--- config.mk ---
export PLATFORM = sky130hd
export DESIGN_NAME = osc_download_capture_deframer_flat
export DESIGN_NICKNAME = d
export VERILOG_FILES = /design/src/odcd_pkg.sv /design/src/odcd_in_if.sv /design/src/odcd_out_if.sv /design/src/odcd_front.sv /design/src/odcd_queue.sv /design/src/odcd_back.sv /design/src/osc_download_capture_deframer.sv /design/src/flat_wrapper.sv
export SDC_FILE = /design/constraint.sdc
export NUM_CORES = 1
export LEC_CHECK = 0
export BUFFER_PORTS_ARGS = -buffer_cell sky130_fd_sc_hd__buf_2
export CAP_MARGIN = 20
export CORE_MARGIN = 1.5
export CORE_UTILIZATION = 61
export CTS_BUF_LIST = sky130_fd_sc_hd__clkbuf_4
export CTS_CLUSTER_DIAMETER = 80
export DETAILED_ROUTE_END_ITERATION = 10
export PLACE_DENSITY = 0.77
export SLEW_MARGIN = 20
export SYNTH_ARGS = -nofsm -noshare
export SYNTH_HDL_FRONTEND = slang
export SYNTH_HIERARCHICAL = 1
export SYNTH_SLANG_ARGS = --single-unit
--- constraint.sdc ---
create_clock -name clk -period 5.7 [get_ports clk]
set_input_delay 0.855 -clock clk [delete_from_list [all_inputs] [get_ports clk]]
set_output_delay 0.855 -clock clk [all_outputs]
set_load 0.005 [all_outputs]
--- src/odcd_pkg.sv ---
`timescale 1ns / 1ps

package odcd_pkg;

    localparam int HEADER_CAP_DEF = 200;
    localparam int NAME_CHARS_DEF = 15;

    localparam logic [7:0]  BYTE_ESC   = 8'h1B;
    localparam logic [7:0]  BYTE_BEL   = 8'h07;
    localparam logic [7:0]  BYTE_CLOSE = 8'h5D;
    localparam logic [30:0] SIZE_MAX   = 31'h7FFF_FFFF;

    localparam int PREFIX_LEN       = 5;
    localparam int CARRIER_LEN      = 10;
    localparam int DEFAULT_NAME_LEN = 8;

    typedef enum logic [1:0] {
        ESC_NORMAL,
        ESC_AFTER,
        ESC_HEADER
    } esc_mode_t;

    typedef enum logic [1:0] {
        NUM_SKIP,
        NUM_SIGN,
        NUM_DIGITS,
        NUM_DONE
    } num_phase_t;

    typedef enum logic [1:0] {
        KIND_CONSOLE,
        KIND_BODY,
        KIND_START,
        KIND_NAME
    } kind_t;

    typedef enum logic [1:0] {
        CMD_SINGLE,
        CMD_ESC_PAIR,
        CMD_START
    } cmd_type_t;

    // One queued command: a single result, an escape pair, or a download start.
    typedef struct packed {
        cmd_type_t   ctype;
        kind_t       kind;
        logic [7:0]  data;
        logic        body_end;
        logic        lost;
        logic [30:0] size;
    } cmd_t;

    function automatic logic [7:0] prefix_char(input logic [2:0] idx);
        logic [7:0] ch;
        case (idx)
            3'd0:    ch = "5";
            3'd1:    ch = "1";
            3'd2:    ch = "1";
            3'd3:    ch = "3";
            default: ch = ";";
        endcase
        return ch;
    endfunction

    function automatic logic [7:0] carrier_char(input logic [3:0] idx);
        logic [7:0] ch;
        case (idx)
            4'd0:    ch = "N";
            4'd1:    ch = "O";
            4'd2:    ch = " ";
            4'd3:    ch = "C";
            4'd4:    ch = "A";
            4'd5:    ch = "R";
            4'd6:    ch = "R";
            4'd7:    ch = "I";
            4'd8:    ch = "E";
            default: ch = "R";
        endcase
        return ch;
    endfunction

    function automatic logic [7:0] default_name_char(input logic [2:0] idx);
        logic [7:0] ch;
        case (idx)
            3'd0:    ch = "d";
            3'd1:    ch = "o";
            3'd2:    ch = "w";
            3'd3:    ch = "n";
            3'd4:    ch = "l";
            3'd5:    ch = "o";
            3'd6:    ch = "a";
            default: ch = "d";
        endcase
        return ch;
    endfunction

endpackage

--- src/odcd_in_if.sv ---
`timescale 1ns / 1ps

interface odcd_in_if;
    logic       valid;
    logic       ready;
    logic [7:0] rx_byte;

    modport source (output valid, output rx_byte, input ready);
    modport sink   (input valid, input rx_byte, output ready);
endinterface

--- src/odcd_out_if.sv ---
`timescale 1ns / 1ps

interface odcd_out_if;
    logic        valid;
    logic        ready;
    logic [1:0]  kind;
    logic [7:0]  data_byte;
    logic [30:0] body_size;
    logic        body_end;
    logic        carrier_lost;
    logic        last;

    modport source (output valid, output kind, output data_byte, output body_size,
                    output body_end, output carrier_lost, output last, input ready);
    modport sink   (input valid, input kind, input data_byte, input body_size,
                    input body_end, input carrier_lost, input last, output ready);
endinterface

--- src/odcd_front.sv ---
`timescale 1ns / 1ps

module odcd_front #(
    parameter int HEADER_CAP = odcd_pkg::HEADER_CAP_DEF,
    parameter int NAME_CHARS = odcd_pkg::NAME_CHARS_DEF
) (
    input  logic                              clk,
    input  logic                              rst_n,
    odcd_in_if.sink                           rx,
    input  logic                              q_ready,
    output logic                              q_push,
    output odcd_pkg::cmd_t                    q_cmd,
    input  logic                              start_done,
    input  logic [$clog2(NAME_CHARS)-1:0]     name_rd_idx,
    output logic [7:0]                        name_char,
    output logic [$clog2(NAME_CHARS+1)-1:0]   name_len
);
    import odcd_pkg::*;

    localparam int HCW = $clog2(HEADER_CAP);
    localparam int IW  = $clog2(NAME_CHARS);
    localparam int NLW = $clog2(NAME_CHARS + 1);

    esc_mode_t   esc_reg, esc_next;
    logic [HCW-1:0] hcount_reg, hcount_next;
    logic        prefix_ok_reg, prefix_ok_next;
    num_phase_t  phase_reg, phase_next;
    logic        neg_reg, neg_next;
    logic [30:0] acc_reg, acc_next;
    logic        sep_reg, sep_next;
    logic        ended_reg, ended_next;
    logic [NLW-1:0] nlen_reg, nlen_next;
    logic [30:0] left_reg, left_next;
    logic [3:0]  carrier_reg, carrier_next;
    logic        busy_reg, busy_next;

    logic [7:0]  name_store [NAME_CHARS];
    logic [7:0]  name_char_reg;
    logic        store_we;

    logic        accept;
    logic [7:0]  c;
    logic        is_digit;
    logic        is_space;
    logic        run_digit;
    logic [34:0] acc_wide;
    logic [3:0]  cidx;

    assign c         = rx.rx_byte;
    assign rx.ready  = q_ready && !busy_reg;
    assign accept    = rx.valid && rx.ready;
    assign is_digit  = (c >= "0") && (c <= "9");
    assign is_space  = (c == " ") || (c inside {[8'h09:8'h0D]});
    assign acc_wide  = {1'b0, acc_reg, 3'b000} + {3'b000, acc_reg, 1'b0}
                     + {31'd0, c[3:0] - 4'd0};
    assign cidx      = (carrier_reg >= 4'(CARRIER_LEN)) ? 4'd0 : carrier_reg;

    assign name_char = name_char_reg;
    assign name_len  = nlen_reg;

    always_comb
    begin
        esc_next       = esc_reg;
        hcount_next    = hcount_reg;
        prefix_ok_next = prefix_ok_reg;
        phase_next     = phase_reg;
        neg_next       = neg_reg;
        acc_next       = acc_reg;
        sep_next       = sep_reg;
        ended_next     = ended_reg;
        nlen_next      = nlen_reg;
        left_next      = left_reg;
        carrier_next   = carrier_reg;
        busy_next      = busy_reg && !start_done;
        store_we       = 1'b0;
        run_digit      = 1'b0;
        q_push         = 1'b0;
        q_cmd.ctype    = CMD_SINGLE;
        q_cmd.kind     = KIND_CONSOLE;
        q_cmd.data     = c;
        q_cmd.body_end = 1'b0;
        q_cmd.lost     = 1'b0;
        q_cmd.size     = '0;

        if (accept)
        begin
            if (left_reg != '0)
            begin
                // Body capture swallows every byte, escape codes included.
                left_next      = left_reg - 31'd1;
                q_push         = 1'b1;
                q_cmd.kind     = KIND_BODY;
                q_cmd.body_end = (left_reg == 31'd1);
            end
            else
            begin
                case (esc_reg)
                    ESC_NORMAL:
                    begin
                        if (c == BYTE_ESC)
                        begin
                            esc_next = ESC_AFTER;
                        end
                        else
                        begin
                            q_push = 1'b1;
                            if (c == carrier_char(cidx))
                            begin
                                if (cidx == 4'(CARRIER_LEN - 1))
                                begin
                                    carrier_next = 4'd0;
                                    q_cmd.lost   = 1'b1;
                                end
                                else
                                begin
                                    carrier_next = cidx + 4'd1;
                                end
                            end
                            else
                            begin
                                carrier_next = (c == "N") ? 4'd1 : 4'd0;
                            end
                        end
                    end
                    ESC_AFTER:
                    begin
                        if (c == BYTE_CLOSE)
                        begin
                            esc_next       = ESC_HEADER;
                            hcount_next    = '0;
                            prefix_ok_next = 1'b1;
                            phase_next     = NUM_SKIP;
                            neg_next       = 1'b0;
                            acc_next       = '0;
                            sep_next       = 1'b0;
                            ended_next     = 1'b0;
                            nlen_next      = '0;
                        end
                        else
                        begin
                            esc_next    = ESC_NORMAL;
                            q_push      = 1'b1;
                            q_cmd.ctype = CMD_ESC_PAIR;
                        end
                    end
                    ESC_HEADER:
                    begin
                        if (c == BYTE_BEL)
                        begin
                            esc_next = ESC_NORMAL;
                            if (prefix_ok_reg && (hcount_reg > HCW'(PREFIX_LEN)) && !neg_reg
                                && (acc_reg != '0))
                            begin
                                q_push      = 1'b1;
                                q_cmd.ctype = CMD_START;
                                q_cmd.kind  = KIND_START;
                                q_cmd.data  = 8'd0;
                                q_cmd.size  = acc_reg;
                                left_next   = acc_reg;
                                busy_next   = 1'b1;
                            end
                        end
                        else if (hcount_reg < HCW'(HEADER_CAP - 1))
                        begin
                            hcount_next = hcount_reg + HCW'(1);
                            if (hcount_reg < HCW'(PREFIX_LEN))
                            begin
                                if (c != prefix_char(hcount_reg[2:0]))
                                begin
                                    prefix_ok_next = 1'b0;
                                end
                            end
                            else if (!ended_reg)
                            begin
                                if (c == 8'd0)
                                begin
                                    ended_next = 1'b1;
                                end
                                else
                                begin
                                    case (phase_reg)
                                        NUM_SKIP:
                                        begin
                                            if (!is_space)
                                            begin
                                                if ((c == "+") || (c == "-"))
                                                begin
                                                    neg_next   = (c == "-");
                                                    phase_next = NUM_SIGN;
                                                end
                                                else
                                                begin
                                                    run_digit = 1'b1;
                                                end
                                            end
                                        end
                                        NUM_SIGN, NUM_DIGITS:
                                        begin
                                            run_digit = 1'b1;
                                        end
                                        default:
                                        begin
                                            run_digit = 1'b0;
                                        end
                                    endcase
                                    if (run_digit)
                                    begin
                                        if (is_digit)
                                        begin
                                            acc_next   = (acc_wide > {4'd0, SIZE_MAX}) ?
                                                         SIZE_MAX : acc_wide[30:0];
                                            phase_next = NUM_DIGITS;
                                        end
                                        else
                                        begin
                                            phase_next = NUM_DONE;
                                        end
                                    end
                                    if (sep_reg)
                                    begin
                                        if (nlen_reg < NLW'(NAME_CHARS))
                                        begin
                                            store_we  = 1'b1;
                                            nlen_next = nlen_reg + NLW'(1);
                                        end
                                    end
                                    else if (c == ";")
                                    begin
                                        sep_next = 1'b1;
                                    end
                                end
                            end
                        end
                    end
                    default:
                    begin
                        esc_next = ESC_NORMAL;
                    end
                endcase
            end
        end
    end

    always_ff @(posedge clk or negedge rst_n)
    begin
        if (!rst_n)
        begin
            esc_reg       <= ESC_NORMAL;
            hcount_reg    <= '0;
            prefix_ok_reg <= 1'b0;
            phase_reg     <= NUM_SKIP;
            neg_reg       <= 1'b0;
            acc_reg       <= '0;
            sep_reg       <= 1'b0;
            ended_reg     <= 1'b0;
            nlen_reg      <= '0;
            left_reg      <= '0;
            carrier_reg   <= 4'd0;
            busy_reg      <= 1'b0;
        end
        else
        begin
            esc_reg       <= esc_next;
            hcount_reg    <= hcount_next;
            prefix_ok_reg <= prefix_ok_next;
            phase_reg     <= phase_next;
            neg_reg       <= neg_next;
            acc_reg       <= acc_next;
            sep_reg       <= sep_next;
            ended_reg     <= ended_next;
            nlen_reg      <= nlen_next;
            left_reg      <= left_next;
            carrier_reg   <= carrier_next;
            busy_reg      <= busy_next;
        end
    end

    always_ff @(posedge clk)
    begin
        if (store_we)
        begin
            name_store[nlen_reg[IW-1:0]] <= c;
        end
        name_char_reg <= name_store[name_rd_idx];
    end

endmodule

--- src/odcd_queue.sv ---
`timescale 1ns / 1ps

module odcd_queue (
    input  logic            clk,
    input  logic            rst_n,
    input  logic            push,
    input  odcd_pkg::cmd_t  push_cmd,
    output logic            push_ready,
    input  logic            pop,
    output logic            head_valid,
    output odcd_pkg::cmd_t  head_cmd
);
    import odcd_pkg::*;

    cmd_t       entry_reg [2];
    logic       wr_ptr_reg, wr_ptr_next;
    logic       rd_ptr_reg, rd_ptr_next;
    logic [1:0] count_reg, count_next;

    assign push_ready = (count_reg != 2'd2);
    assign head_valid = (count_reg != 2'd0);
    assign head_cmd   = entry_reg[rd_ptr_reg];

    always_comb
    begin
        wr_ptr_next = wr_ptr_reg ^ push;
        rd_ptr_next = rd_ptr_reg ^ pop;
        count_next  = count_reg + {1'b0, push} - {1'b0, pop};
    end

    always_ff @(posedge clk or negedge rst_n)
    begin
        if (!rst_n)
        begin
            wr_ptr_reg <= 1'b0;
            rd_ptr_reg <= 1'b0;
            count_reg  <= 2'd0;
        end
        else
        begin
            wr_ptr_reg <= wr_ptr_next;
            rd_ptr_reg <= rd_ptr_next;
            count_reg  <= count_next;
        end
    end

    always_ff @(posedge clk)
    begin
        if (push)
        begin
            entry_reg[wr_ptr_reg] <= push_cmd;
        end
    end

endmodule

--- src/odcd_back.sv ---
`timescale 1ns / 1ps

module odcd_back #(
    parameter int NAME_CHARS = odcd_pkg::NAME_CHARS_DEF
) (
    input  logic                              clk,
    input  logic                              rst_n,
    input  logic                              head_valid,
    input  odcd_pkg::cmd_t                    head_cmd,
    output logic                              pop,
    output logic                              start_done,
    output logic [$clog2(NAME_CHARS)-1:0]     name_rd_idx,
    input  logic [7:0]                        name_char,
    input  logic [$clog2(NAME_CHARS+1)-1:0]   name_len,
    odcd_out_if.source                        res
);
    import odcd_pkg::*;

    localparam int IW  = $clog2(NAME_CHARS);
    localparam int NLW = $clog2(NAME_CHARS + 1);

    logic [NLW-1:0] step_reg, step_next;
    logic [NLW-1:0] name_count;
    logic [NLW-1:0] name_pos;
    logic [NLW-1:0] fetch_pos;
    logic           use_default;

    logic           valid_reg, valid_next;
    kind_t          kind_reg, kind_next;
    logic [7:0]     data_reg, data_next;
    logic [30:0]    size_reg, size_next;
    logic           end_reg, end_next;
    logic           lost_reg, lost_next;
    logic           last_reg, last_next;

    logic           load;

    assign load        = !valid_reg || res.ready;
    assign use_default = (name_len == '0);
    assign name_count  = use_default ? NLW'(DEFAULT_NAME_LEN) : name_len;
    assign name_pos    = step_reg - NLW'(1);
    // The name store read is registered, so the position for the next step is
    // addressed in the cycle before its use.
    assign fetch_pos   = step_next - NLW'(1);
    assign name_rd_idx = fetch_pos[IW-1:0];

    always_comb
    begin
        step_next  = step_reg;
        valid_next = valid_reg && !res.ready;
        kind_next  = kind_reg;
        data_next  = data_reg;
        size_next  = size_reg;
        end_next   = end_reg;
        lost_next  = lost_reg;
        last_next  = last_reg;
        pop        = 1'b0;
        start_done = 1'b0;

        if (head_valid && load)
        begin
            valid_next = 1'b1;
            size_next  = '0;
            end_next   = 1'b0;
            lost_next  = 1'b0;
            case (head_cmd.ctype)
                CMD_SINGLE:
                begin
                    kind_next = head_cmd.kind;
                    data_next = head_cmd.data;
                    end_next  = head_cmd.body_end;
                    lost_next = head_cmd.lost;
                    last_next = 1'b1;
                    pop       = 1'b1;
                end
                CMD_ESC_PAIR:
                begin
                    kind_next = KIND_CONSOLE;
                    if (step_reg == '0)
                    begin
                        data_next = BYTE_ESC;
                        last_next = 1'b0;
                        step_next = NLW'(1);
                    end
                    else
                    begin
                        data_next = head_cmd.data;
                        last_next = 1'b1;
                        step_next = '0;
                        pop       = 1'b1;
                    end
                end
                CMD_START:
                begin
                    if (step_reg == '0)
                    begin
                        kind_next = KIND_START;
                        data_next = 8'd0;
                        size_next = head_cmd.size;
                        last_next = 1'b0;
                        step_next = NLW'(1);
                    end
                    else
                    begin
                        kind_next = KIND_NAME;
                        data_next = use_default ? default_name_char(name_pos[2:0]) : name_char;
                        last_next = (step_reg == name_count);
                        if (step_reg == name_count)
                        begin
                            step_next  = '0;
                            pop        = 1'b1;
                            start_done = 1'b1;
                        end
                        else
                        begin
                            step_next = step_reg + NLW'(1);
                        end
                    end
                end
                default:
                begin
                    valid_next = 1'b0;
                    pop        = 1'b1;
                end
            endcase
        end
    end

    always_ff @(posedge clk or negedge rst_n)
    begin
        if (!rst_n)
        begin
            step_reg  <= '0;
            valid_reg <= 1'b0;
        end
        else
        begin
            step_reg  <= step_next;
            valid_reg <= valid_next;
        end
    end

    always_ff @(posedge clk)
    begin
        kind_reg <= kind_next;
        data_reg <= data_next;
        size_reg <= size_next;
        end_reg  <= end_next;
        lost_reg <= lost_next;
        last_reg <= last_next;
    end

    assign res.valid        = valid_reg;
    assign res.kind         = 2'(kind_reg);
    assign res.data_byte    = data_reg;
    assign res.body_size    = size_reg;
    assign res.body_end     = end_reg;
    assign res.carrier_lost = lost_reg;
    assign res.last         = last_reg;

endmodule

--- src/osc_download_capture_deframer.sv ---
`timescale 1ns / 1ps

// Channel  Direction  Payload
// rx       in         rx_byte[7:0]
// res      out        kind[1:0], data_byte[7:0], body_size[30:0], body_end,
//                     carrier_lost, last
//
// Each received byte is classified by the front end and, if it yields results,
// turns into one command in a two-entry queue. The back end turns a command
// into one result per cycle from its output register while res is ready: one
// for a console or body byte, two for an escape pass-through, and one start
// plus one to NAME_CHARS name characters (eight for the default name) for a
// download. Input bytes flow at one per cycle while the queue has room; after
// a download start, input is held off until the back end has read the whole
// name run, since the name store is read in place. Reset is asynchronous
// and active low and clears all control state; the name store is not cleared.
module osc_download_capture_deframer #(
    parameter int HEADER_CAP = odcd_pkg::HEADER_CAP_DEF,
    parameter int NAME_CHARS = odcd_pkg::NAME_CHARS_DEF
) (
    input  logic       clk,
    input  logic       rst_n,
    odcd_in_if.sink    rx,
    odcd_out_if.source res
);
    import odcd_pkg::*;

    localparam int IW  = $clog2(NAME_CHARS);
    localparam int NLW = $clog2(NAME_CHARS + 1);

    // Command path from the front end through the queue to the back end.
    logic     q_ready;
    logic     q_push;
    cmd_t     q_cmd;
    logic     q_pop;
    logic     q_head_valid;
    cmd_t     q_head_cmd;

    // The back end reads the name in place and reports when a start is done.
    logic           start_done;
    logic [IW-1:0]  name_rd_idx;
    logic [7:0]     name_char;
    logic [NLW-1:0] name_len;

    odcd_front #(
        .HEADER_CAP (HEADER_CAP),
        .NAME_CHARS (NAME_CHARS)
    ) u_front (
        .clk         (clk),
        .rst_n       (rst_n),
        .rx          (rx),
        .q_ready     (q_ready),
        .q_push      (q_push),
        .q_cmd       (q_cmd),
        .start_done  (start_done),
        .name_rd_idx (name_rd_idx),
        .name_char   (name_char),
        .name_len    (name_len)
    );

    odcd_queue u_queue (
        .clk        (clk),
        .rst_n      (rst_n),
        .push       (q_push),
        .push_cmd   (q_cmd),
        .push_ready (q_ready),
        .pop        (q_pop),
        .head_valid (q_head_valid),
        .head_cmd   (q_head_cmd)
    );

    odcd_back #(
        .NAME_CHARS (NAME_CHARS)
    ) u_back (
        .clk         (clk),
        .rst_n       (rst_n),
        .head_valid  (q_head_valid),
        .head_cmd    (q_head_cmd),
        .pop         (q_pop),
        .start_done  (start_done),
        .name_rd_idx (name_rd_idx),
        .name_char   (name_char),
        .name_len    (name_len),
        .res         (res)
    );

endmodule
--- src/flat_wrapper.sv ---
// flat-port wrapper written by rule: the top's interface ports become plain ports
module osc_download_capture_deframer_flat import odcd_pkg::*;
#(
    parameter int HEADER_CAP = odcd_pkg::HEADER_CAP_DEF,
    parameter int NAME_CHARS = odcd_pkg::NAME_CHARS_DEF
)
  (clk, rst_n, rx_valid, rx_rx_byte, rx_ready, res_valid, res_kind, res_data_byte, res_body_size, res_body_end, res_carrier_lost, res_last, res_ready);
  odcd_in_if rx_i ();
  odcd_out_if res_i ();
  input  logic clk;
  input  logic rst_n;
  input wire logic [$bits(rx_i.valid)-1:0] rx_valid;
  input wire logic [$bits(rx_i.rx_byte)-1:0] rx_rx_byte;
  output wire logic [$bits(rx_i.ready)-1:0] rx_ready;
  output wire logic [$bits(res_i.valid)-1:0] res_valid;
  output wire logic [$bits(res_i.kind)-1:0] res_kind;
  output wire logic [$bits(res_i.data_byte)-1:0] res_data_byte;
  output wire logic [$bits(res_i.body_size)-1:0] res_body_size;
  output wire logic [$bits(res_i.body_end)-1:0] res_body_end;
  output wire logic [$bits(res_i.carrier_lost)-1:0] res_carrier_lost;
  output wire logic [$bits(res_i.last)-1:0] res_last;
  input wire logic [$bits(res_i.ready)-1:0] res_ready;
  assign rx_i.valid = rx_valid;
  assign rx_i.rx_byte = rx_rx_byte;
  assign rx_ready = rx_i.ready;
  assign res_valid = res_i.valid;
  assign res_kind = res_i.kind;
  assign res_data_byte = res_i.data_byte;
  assign res_body_size = res_i.body_size;
  assign res_body_end = res_i.body_end;
  assign res_carrier_lost = res_i.carrier_lost;
  assign res_last = res_i.last;
  assign res_i.ready = res_ready;
  osc_download_capture_deframer #(.HEADER_CAP(HEADER_CAP), .NAME_CHARS(NAME_CHARS)) u_core (.clk(clk), .rst_n(rst_n), .rx(rx_i), .res(res_i));
endmodule
# Word level (Yosys, flattened, before mapping)
# Memory sizes are Yosys's and may differ from the RTL's. A register that Yosys moved wholly into a read port is not among the register bits.
# Cells that the tools add are included.
dict set report totals {
  register_bits 140
  mem_bits_rw 210
  rom_bits 112
  in_bits 12
  out_inout_bits 46
  elab_cells 317
  n_memories 3
}
# name depth word_bits read_ports rd_clocked_by_memory_dff wr line
set memory_table {}
lappend memory_table {u_core.u_front.name_store 15 8 1 1 1 odcd_front.sv:37} ;# logic [7:0] name_store [NAME_CHARS];
lappend memory_table {{(name not given)} 16 7 1 0 0 odcd_pkg.sv:67} ;# case (idx)
lappend memory_table {u_core.u_queue.entry_reg 2 45 1 0 1 odcd_queue.sv:15} ;# cmd_t entry_reg [2];
dict set report op_classes {
  add_sub_neg 11
  magnitude_cmp 10
  n_eq_ne 49
  n_mux 167
  bitwise_logic 4
  n_reduce_logical 50
}
# op n
set ops {}
lappend ops {{31-bit 2-to-1 mux} 16}
lappend ops {{8-bit 2-to-1 mux} 17}
lappend ops {{1-bit 2-to-1 mux} 80}
lappend ops {{31-bit case mux with 2 select lines} 1}
lappend ops {{31-bit nonzero test} 2}
lappend ops {{4-bit 2-to-1 mux} 15}
lappend ops {{45-bit 2-to-1 mux} 1}
lappend ops {{34-bit by 32-bit adder with 35-bit output} 1}
lappend ops {{35-bit by 4-bit adder with 35-bit output} 1}
lappend ops {{35-bit by 31-bit greater-than comparator with 1-bit output, second input constant} 1}
lappend ops {{8-bit by 6-bit == test with 1-bit output, second input constant} 4}
lappend ops {{32-bit 2-to-1 mux} 1}
lappend ops {{2-bit != test, second input constant} 16}
lappend ops {{31-bit by 1-bit == test with 1-bit output, second input constant} 1}
lappend ops {{31-bit by 1-bit subtractor with 31-bit output, second input constant} 1}
lappend ops {{2-bit 2-to-1 mux} 15}
lappend ops {{5-bit case mux with 5 select lines} 1}
lappend ops {{12-bit 2-to-1 mux} 2}
lappend ops {{8-bit case mux with 3 select lines} 1}
lappend ops {{12-bit AND reduction} 2}
lappend ops {{11-bit AND reduction} 2}
lappend ops {{8-bit by 7-bit == test with 1-bit output, second input constant} 2}
lappend ops {{4-bit case mux with 2 select lines} 2}
lappend ops {{8-bit case mux with 2 select lines} 1}
lappend ops {{54 further kinds} 105}

# Depth between registers and ports, before layout
# Gate-level depths: netlist of run 1.
dict set report depth {
  ltp_word 20
  depth_mapped 16
  ltp_nobuf 12
}

# Cells and area by module
# Netlist of run 1, hierarchy kept.
# module n_inst cells_per_inst area_per_inst_um2 seq_area_each_um2
set by_module_without_submodules {}
lappend by_module_without_submodules {odcd_front 1 1192 12513.3 5940.7}
lappend by_module_without_submodules {odcd_queue 1 156 3657.3 2802.7}
lappend by_module_without_submodules {odcd_back 1 208 2456.1 1446.4}

# Worst setup path after synthesis of run 1
# OpenSTA, ideal clock, no wires.
dict set report synth_timing {
  path_kind {input to register}
  start {input rx_rx_byte[3]}
  end {register u_core.u_front.acc_reg[29]}
  setup_ns 0.130
  arrival_time_ns 4.155
  required_ns 5.570
  path_slack_ns 1.415
  stages 14
  path_buffers 2
  cell_sequence {clkbuf_1 -> inv_1 -> fa_1 -> inv_1 -> ha_1 -> a211oi_1 -> nor4_1 -> or3b_2 -> o22a_1 -> a21o_1 -> a21oi_1 -> o2111a_2 -> buf_6 -> a31oi_1}
}
dict set report synth_via {
  elab_chain_cells 15
  elab_cells_between_ends 42
  classes_between {add/sub (1); order compare (5); eq/ne (10); mux (20); reduce/logical (6)}
}
# element line
set synth_rtl {}
lappend synth_rtl {{start, declared} flat_wrapper.sv:13} ;# input wire logic [$bits(rx_i.rx_byte)-1:0] rx_rx_byte;
lappend synth_rtl {{parallel branches: the longest is 15 deep, another holds 35-bit by 4-bit adder with 35-bit output} -}
lappend synth_rtl {{end signal, assigned} odcd_front.sv:268} ;# acc_reg <= acc_next;
lappend synth_rtl {{end, declared} odcd_front.sv:29} ;# logic [30:0] acc_reg, acc_next;
# Several ways; the timed one is not identified. The select of a mux whose other input is x is not followed.
# A chain may end at the register's enable or synchronous reset.

# Worst setup path after layout of run 1
dict set report layout_timing {
  start {register u_core.u_front.left_reg[24]}
  end {memory u_core.u_front.name_store[12][3], enable pin}
}
dict set report layout_via {
  elab_chain_cells 5
}
# element line
set layout_rtl {}
lappend layout_rtl {{start, declared} odcd_front.sv:33} ;# logic [30:0] left_reg, left_next;
lappend layout_rtl {{start signal, assigned} odcd_front.sv:272} ;# left_reg <= left_next;
lappend layout_rtl {{31-bit nonzero test} odcd_front.sv:87} ;# if (left_reg != '0)
lappend layout_rtl {{1-bit 2-to-1 mux} odcd_front.sv:87}
lappend layout_rtl {{1-bit 2-to-1 mux} odcd_front.sv:85} ;# if (accept)
lappend layout_rtl {{1-bit 2-to-1 mux} odcd_front.sv:280} ;# if (store_we)
lappend layout_rtl {{1-bit 2-to-1 mux (implied by the code)} odcd_front.sv:282} ;# name_store[nlen_reg[IW-1:0]] <= c;
lappend layout_rtl {{end, declared} odcd_front.sv:37}
# Every way passes these cells.

==> impl_metrics.toml, run 1 <==
[clock_network]
ctsResizeCount = 0
cts-root-buf = "clkbuf_4"
cts_buffer_depth = 3
hold_buffers = 0
clock_latency_ns = 0.73
post-cts-setup-buffer-count = 0
cts_tree = "done"
htree_num_levels = 3
cts-buffers-inserted = 87
cts.sinks = 358
clkTransAtPathRegs_ns = 0.07

[drt]
drc = 0
wirelength_mm = 41.49
wire_per_inst_um = 19.72
dr.pass1.iters = 7
ant_nets = 0
vias_per_cell = 6.228
vias = 13100
drtIter0Drc = 1427

[yosys]
synth_edf_count = 254
synth_warnings = 6
ys_ff_latch = 358
synth_ff_type = "edfxtp_1"
synth_commonest_cells = "edfxtp_1 (254), a21oi_1 (149), nand2_1 (107)"
yosysUniqueCellTypes = 90
synth.net_count = 1667
syn_area_um2 = 18630
synth_cells = 1556
synth_top_area_share_pct = 40.95
avgSynthCellArea_um2 = 11.97
synth_most_common_cell = "edfxtp_1"
ys_top_cells_by_area = "edfxtp_1 (41%), dfrtp_1 (13%), ha_1 (6.5%), a21oi_1 (4.0%), mux4_2 (3.9%)"
synthArstFlopShare_pct = 26.82
yosysTopAreaCell = "edfxtp_1"
ys_seq_area_share_pct = 54.71

[worst_hold_path]
hold_path.class = "input pin to asynchronous set/reset pin"

[place]
placed_area_um2 = 19180
port_buffers = 57
gp_congestion = 0.9150
hpwlAfterDp_mm = 28.53

[setup_path]
crit_arrival_ns = 4.91
reg2reg_from = "u_core/u_front/left_reg[24]$_DFFE_PN0P_"
crit_required_ns = 6.03
crit_type = "flop to flop"
timing.rr.end = "u_core/u_front/name_store[12][3]$_DFFE_PP_"
reg2reg_slack_ns = 1.13
r2r_cells = 6
path_max_fanout = 40
slowest_stage = "nor4_1"
worst_setup_path_end_kind = "flop"
cp-start-kind = "flop"
timing.critical_path.cells = "or4_4, or4_1, or4_4, nor4_1, nand2_1, nor2_1"
slowest_delay_ns = 0.83
worst_path_most_repeated_cell = "or4_4"
critical-path-top-delay-family = "simple AND/OR/NAND/NOR gates"
cp_num_buf_inv = 0

[global_routing]
gr-total-overflow = 0
first_global_vias = 12750
grt_max_degree = 67
grt_use_total_pct = 27.10
grt_first_pass_wirelength_mm = 66.66
antenna_found_initial = 2

[floorplan]
num_rows = 63
dieArea_um2 = 31590
die_height_um = 177.7
die_x_um = 177.7
io_pins = 58
start_util_pct = 62.35
core_area_um2 = 29870

[timing]
drv_slew = 0
tightest_slew_ns = 1.005
setup_tns_ns = 0
fin_skew_ns = 0.05988
fin_crit_sh_pct = 80.24
slew_headroom_pct = 32.08
setup_violations = 0
grt_setup_unrepaired = "no"
fin_crit_ns = 4.574
finalHoldViolations = 0
max_freq_mhz = 218.6

[power_and_ir_drop]
p_total_w = 0.004875
irDropWorstVdd_v = 0.0001173
p_leak_nw = 8.152
p_per_area_nw_per_um2 = 240.2

[layout]
largest_reg_flops = 120
fin_nets = 1753
final.fill_count = 2090
fin_area_um2 = 20290
syn_to_final_growth_pct = 8.954
fin_util_pct = 67.93
drive_gt1_share_pct = 19.09

[run]
max_cap_viol_count = 0

[status]
status = "complete, no violations"
[logic make-up (layout without fill, tap and decap cells)]
group                      after synthesis  after routing  share of synthesized area [%]
AOI/OAI and AO/OA                      357            357                          11.48
xor gates and xnor gates                46             46                          2.284
adders and majority gates              100            100                          6.784
buffers and inverters                  153            310                          3.654
DFF                                    358            358                          54.71
muxes                                   92             92                          8.195
other                                    0              1                              0
and+or+nand+nor                        450            450                          12.90
[how the worst max path moves through the flow]
stage	from	endpoint	slack, ns	depth (start not counted)
5_1_grt	u_core/u_front/left_reg[21]$_DFFE_PN0P_	u_core/u_front/name_store[12][3]$_DFFE_PP_	0.97	6
3_3_place_gp	rx_rx_byte[3]	u_core/u_front/acc_reg[29]$_DFFE_PN0P_	1.10	13
4_1_cts	u_core/u_front/left_reg[24]$_DFFE_PN0P_	u_core/u_front/name_store[13][3]$_DFFE_PP_	1.20	6
2_1_floorplan	rx_rx_byte[3]	u_core/u_front/acc_reg[29]$_DFFE_PN0P_	1.42	14
3_5_place_dp	rx_rx_byte[3]	u_core/u_front/acc_reg[20]$_DFFE_PN0P_	0.99	13
6_report	u_core/u_front/left_reg[24]$_DFFE_PN0P_	u_core/u_front/name_store[12][3]$_DFFE_PP_	1.13	6
[cell type report]
type                    count  area [µm²]  area share (%)
well taps                 390       488.0           2.404
diodes                      1       2.502         0.01233
clock buffers             128       960.9           4.735
clock inverters            32       146.4          0.7213
multi-input cells        1045        7781           38.34
inverters                  73       274.0           1.350
flip-flops and latches    358       10190           50.22
repair buffers             77       450.4           2.219
[routing by layer]
layer  global-route usage [%]  share of wire, %
met5                        0             0.029
met4                    8.053               1.5
met3                    4.456               8.1
met2                    41.24                46
met1                    40.22                45
[placed cells by master (no fill, tap or decap), types with 56 or more instances in the layout]
cell type / n
edfxtp_1: 254
a21oi_1: 149
clkbuf_4: 128
nand2_1: 107
ha_1: 95
dfrtp_1: 95
o21ai_0: 86
nor2_1: 79
inv_1: 72
and3_1: 69
buf_2: 56
[metrics by stage]
stage | setup WS (ns) | hold WS [ns] | instances
after floorplan | 1.415 | 0.4419 | 1556
after global placement | 1.095 | 0.4742 | 1943
after detailed placement | 0.9899 | 0.4770 | 1943
after CTS | 1.196 | 0.04827 | 2103
after global routing | 0.9749 | 0.09746 | 2104
final | 1.126 | 0.09868 | 2104
[report_power, final]
group          switching, W   total, W  internal (W)
Combinational     0.0000467  0.0000579     0.0000112
Sequential                0    0.00278       0.00278
Clock               0.00100    0.00204       0.00104
[worst reg2reg max path, cell delays in order (launching register included)]
cell and delay [ns]:
dfrtp_1 0.41, or4_4 0.56, or4_1 0.69, or4_4 0.71, nor4_1 0.84, nand2_1 0.27
nor2_1 0.72
(Power assumes the default switching activity.)
==> run 2, diff against run 1 <==
--- a/config.mk
+++ b/config.mk
@@ -8,11 +8,11 @@
 export BUFFER_PORTS_ARGS = -buffer_cell sky130_fd_sc_hd__buf_2
 export CAP_MARGIN = 20
 export CORE_MARGIN = 1.5
-export CORE_UTILIZATION = 61
+export CORE_UTILIZATION = 59
 export CTS_BUF_LIST = sky130_fd_sc_hd__clkbuf_4
 export CTS_CLUSTER_DIAMETER = 80
 export DETAILED_ROUTE_END_ITERATION = 10
-export PLACE_DENSITY = 0.77
+export PLACE_DENSITY = 0.78
 export SLEW_MARGIN = 20
 export SYNTH_ARGS = -nofsm -noshare
 export SYNTH_HDL_FRONTEND = slang
==> constraint.sdc (replaced) <==
create_clock -name clk -period 4 [get_ports clk]
set_input_delay 0.6 -clock clk [delete_from_list [all_inputs] [get_ports clk]]
set_output_delay 0.6 -clock clk [all_outputs]
set_load 0.005 [all_outputs]
==> impl_metrics.toml, run 2 (synthesized netlist as in run 1, its figures left out) <==
[worst_hold_path]
min_to = "u_core/u_queue/entry_reg[0][37]$_DFFE_PP_"
hold_path.class = "input pin to flop"
hp-start = "rx_rx_byte[4]"
holdPathStages = 1

[power_and_ir_drop]
p_switching_w = 0.001523
p_per_area_nw_per_um2 = 346.3
irDropWorstVdd_v = 0.0001841
pwr-share-clk_pct = 43.9
pwr-share-comb_pct = 1.3
cellInternalPower_w = 0.005682
swShare_pct = 21.14
p_leak_nw = 8.464
seqPwrFrac_pct = 54.9

[setup_path]
r2r_cells = 13
cp_num_buf_inv = 3
crit_type = "flop to flop"
reg2reg_from = "u_core/u_front/acc_reg[0]$_DFFE_PN0P_"
path_max_fanout = 13
slowest_delay_ns = 0.55
timing.critical_path.cells = "inv_1, fa_1, inv_1, ha_1, a211oi_1, nor4_1, or3b_2, o22a_1, a21o_1, a21oi_1, o2111a_2, buf_12, a31oi_1"
critical-path-top-delay-family = "compound AO/OA/AOI/OAI gates"
crit_arrival_ns = 4.41
cp-start-kind = "flop"
worst_setup_path_end_kind = "flop"
slowest_stage = "fa_1"
reg2reg_slack_ns = 0.17
crit_required_ns = 4.57
worst_path_most_repeated_cell = "inv_1"
timing.rr.end = "u_core/u_front/acc_reg[29]$_DFFE_PN0P_"

[floorplan]
start_util_pct = 60.42
dieArea_um2 = 32650
die_height_um = 180.7
io_pins = 58
num_rows = 64
core_area_um2 = 30830
die_x_um = 180.7

[clock_network]
htree_num_levels = 3
cts_tree = "done"
clock_latency_ns = 0.74
cts_buffer_depth = 3
cts-buffers-inserted = 89
cts.sinks = 358
cts-root-buf = "clkbuf_4"
clkTransAtPathRegs_ns = 0.07

[layout]
largest_reg_flops = 120
layout_commonest_cell = "edfxtp_1"
fin_util_pct = 67.48
fin_nets = 1803
instances_no_fill = 2159
syn_to_final_growth_pct = 11.70
drive_gt1_share_pct = 21.52
final_cell_mix = "edfxtp_1 (254), a21oi_1 (149), clkbuf_4 (132), nand2_1 (107)"

[drt]
dr.pass1.iters = 5
wire_per_inst_um = 19.73
vias_per_cell = 6.185
drc = 0
drtIter0Drc = 1374
ant_nets = 0
wirelength_mm = 42.60
vias = 13350

[timing]
tightest_slew_ns = 0.8331
setup_violations = 0
finalHoldViolations = 0
fin_crit_sh_pct = 95.85
max_freq_mhz = 260.8
setup_tns_ns = 0
hold_ws_ns = 0.2291
fin_skew_ns = 0.05133
grt_setup_unrepaired = "no"
fin_crit_ns = 3.834
slew_headroom_pct = 44.25
drv_slew = 0

[place]
gp_congestion = 0.9547
dp.cells = 1996
port_buffers = 57
hpwlAfterDp_mm = 28.78

[global_routing]
met1_usage_pct = 37.32
grt_use_met2_pct = 40.63
grt_busiest_layer = "met2"
met3_usage_pct = 6.023
first_global_vias = 12950
antenna_found_initial = 2
grt_max_degree = 52
grt_use_total_pct = 26.43
grt_first_pass_wirelength_mm = 68.19
gr-total-overflow = 0

[status]
status = "complete, no violations"

[run]
max_cap_viol_count = 0
-- run 2: routing by layer --
| layer | routed length [µm] | share of wire, % | vias to the layer above |
|---|---|---|---|
| met5 | 0 | 0 | - |
| met1 | 18600 | 44 | 6490 |
| met3 | 3710 | 8.7 | 70 |
| met2 | 19440 | 46 | 595 |
| li1 | - | - | 6198 |
| met4 | 845 | 2.0 | 0 |
-- run 2: stage by stage --
step	total power [W]	area (µm²)	setup WS, ns
floorplan	0.004059	18630	0.0001594
global placement	0.004120	19600	0.03370
detailed placement	0.004123	19600	-0.01575
CTS	0.007283	20800	0.2372
global route	0.007492	20810	0.04615
finish	0.007206	20810	0.1661
-- run 2: area by class of cell --
class                   count  area [µm²]
clock buffers             132       991.0
inverters                  73       274.0
well taps                 396       495.5
flip-flops and latches    358       10190
repair buffers            125       875.8
fillers                  2149       10020
clock inverters            28       196.4
diodes                      2       5.005
multi-input cells        1045        7776
-- run 2: power by group through the flow --
| stage | Sequential, W | Clock [W] | Combinational (W) |
|---|---|---|---|
| 2_1_floorplan | 0.00403 | 0 | 0.0000256 |
| 5_1_grt | 0.00395 | 0.00344 | 0.000100 |
| 4_1_cts | 0.00395 | 0.00324 | 0.0000915 |
| 3_3_place_gp | 0.00403 | 0 | 0.0000878 |
| 3_5_place_dp | 0.00403 | 0 | 0.0000904 |
| 6_report | 0.00395 | 0.00316 | 0.0000905 |
-- run 2: worst max-delay path by stage --
stage,startpoint,endpoint,slack (ns),cells past startpoint
after floorplan,u_core/u_queue/rd_ptr_reg$_DFF_PN0_,u_core/u_front/name_char[0]$_DFF_P_,0.0002,13
after global placement,rx_rx_byte[3],u_core/u_front/acc_reg[0]$_DFFE_PN0P_,0.03,14
after detailed placement,rx_rx_byte[3],u_core/u_front/acc_reg[0]$_DFFE_PN0P_,-0.02,14
after CTS,u_core/u_front/acc_reg[0]$_DFFE_PN0P_,u_core/u_front/acc_reg[29]$_DFFE_PN0P_,0.24,13
after global routing,u_core/u_front/acc_reg[0]$_DFFE_PN0P_,u_core/u_front/acc_reg[29]$_DFFE_PN0P_,0.05,13
final,u_core/u_front/acc_reg[0]$_DFFE_PN0P_,u_core/u_front/acc_reg[29]$_DFFE_PN0P_,0.17,13
-- run 2: worst reg2reg max path, cell delays in order (launching register included) --
cell,delay (ns)
dfrtp_1,0.42
inv_1,0.13
fa_1,0.55
inv_1,0.06
ha_1,0.31
a211oi_1,0.44
nor4_1,0.17
or3b_2,0.51
o22a_1,0.24
a21o_1,0.20
a21oi_1,0.14
o2111a_2,0.27
buf_12,0.15
a31oi_1,0.08
-- run 2: what timing repair did --
action / CTS / global route
endpoints found under the hold margin: 49 / 0
resized for setup: 0 / 0
setup endpoints to repair: 0 / 0
hold buffers: 1 / 0
buffers inserted: 0 / 0
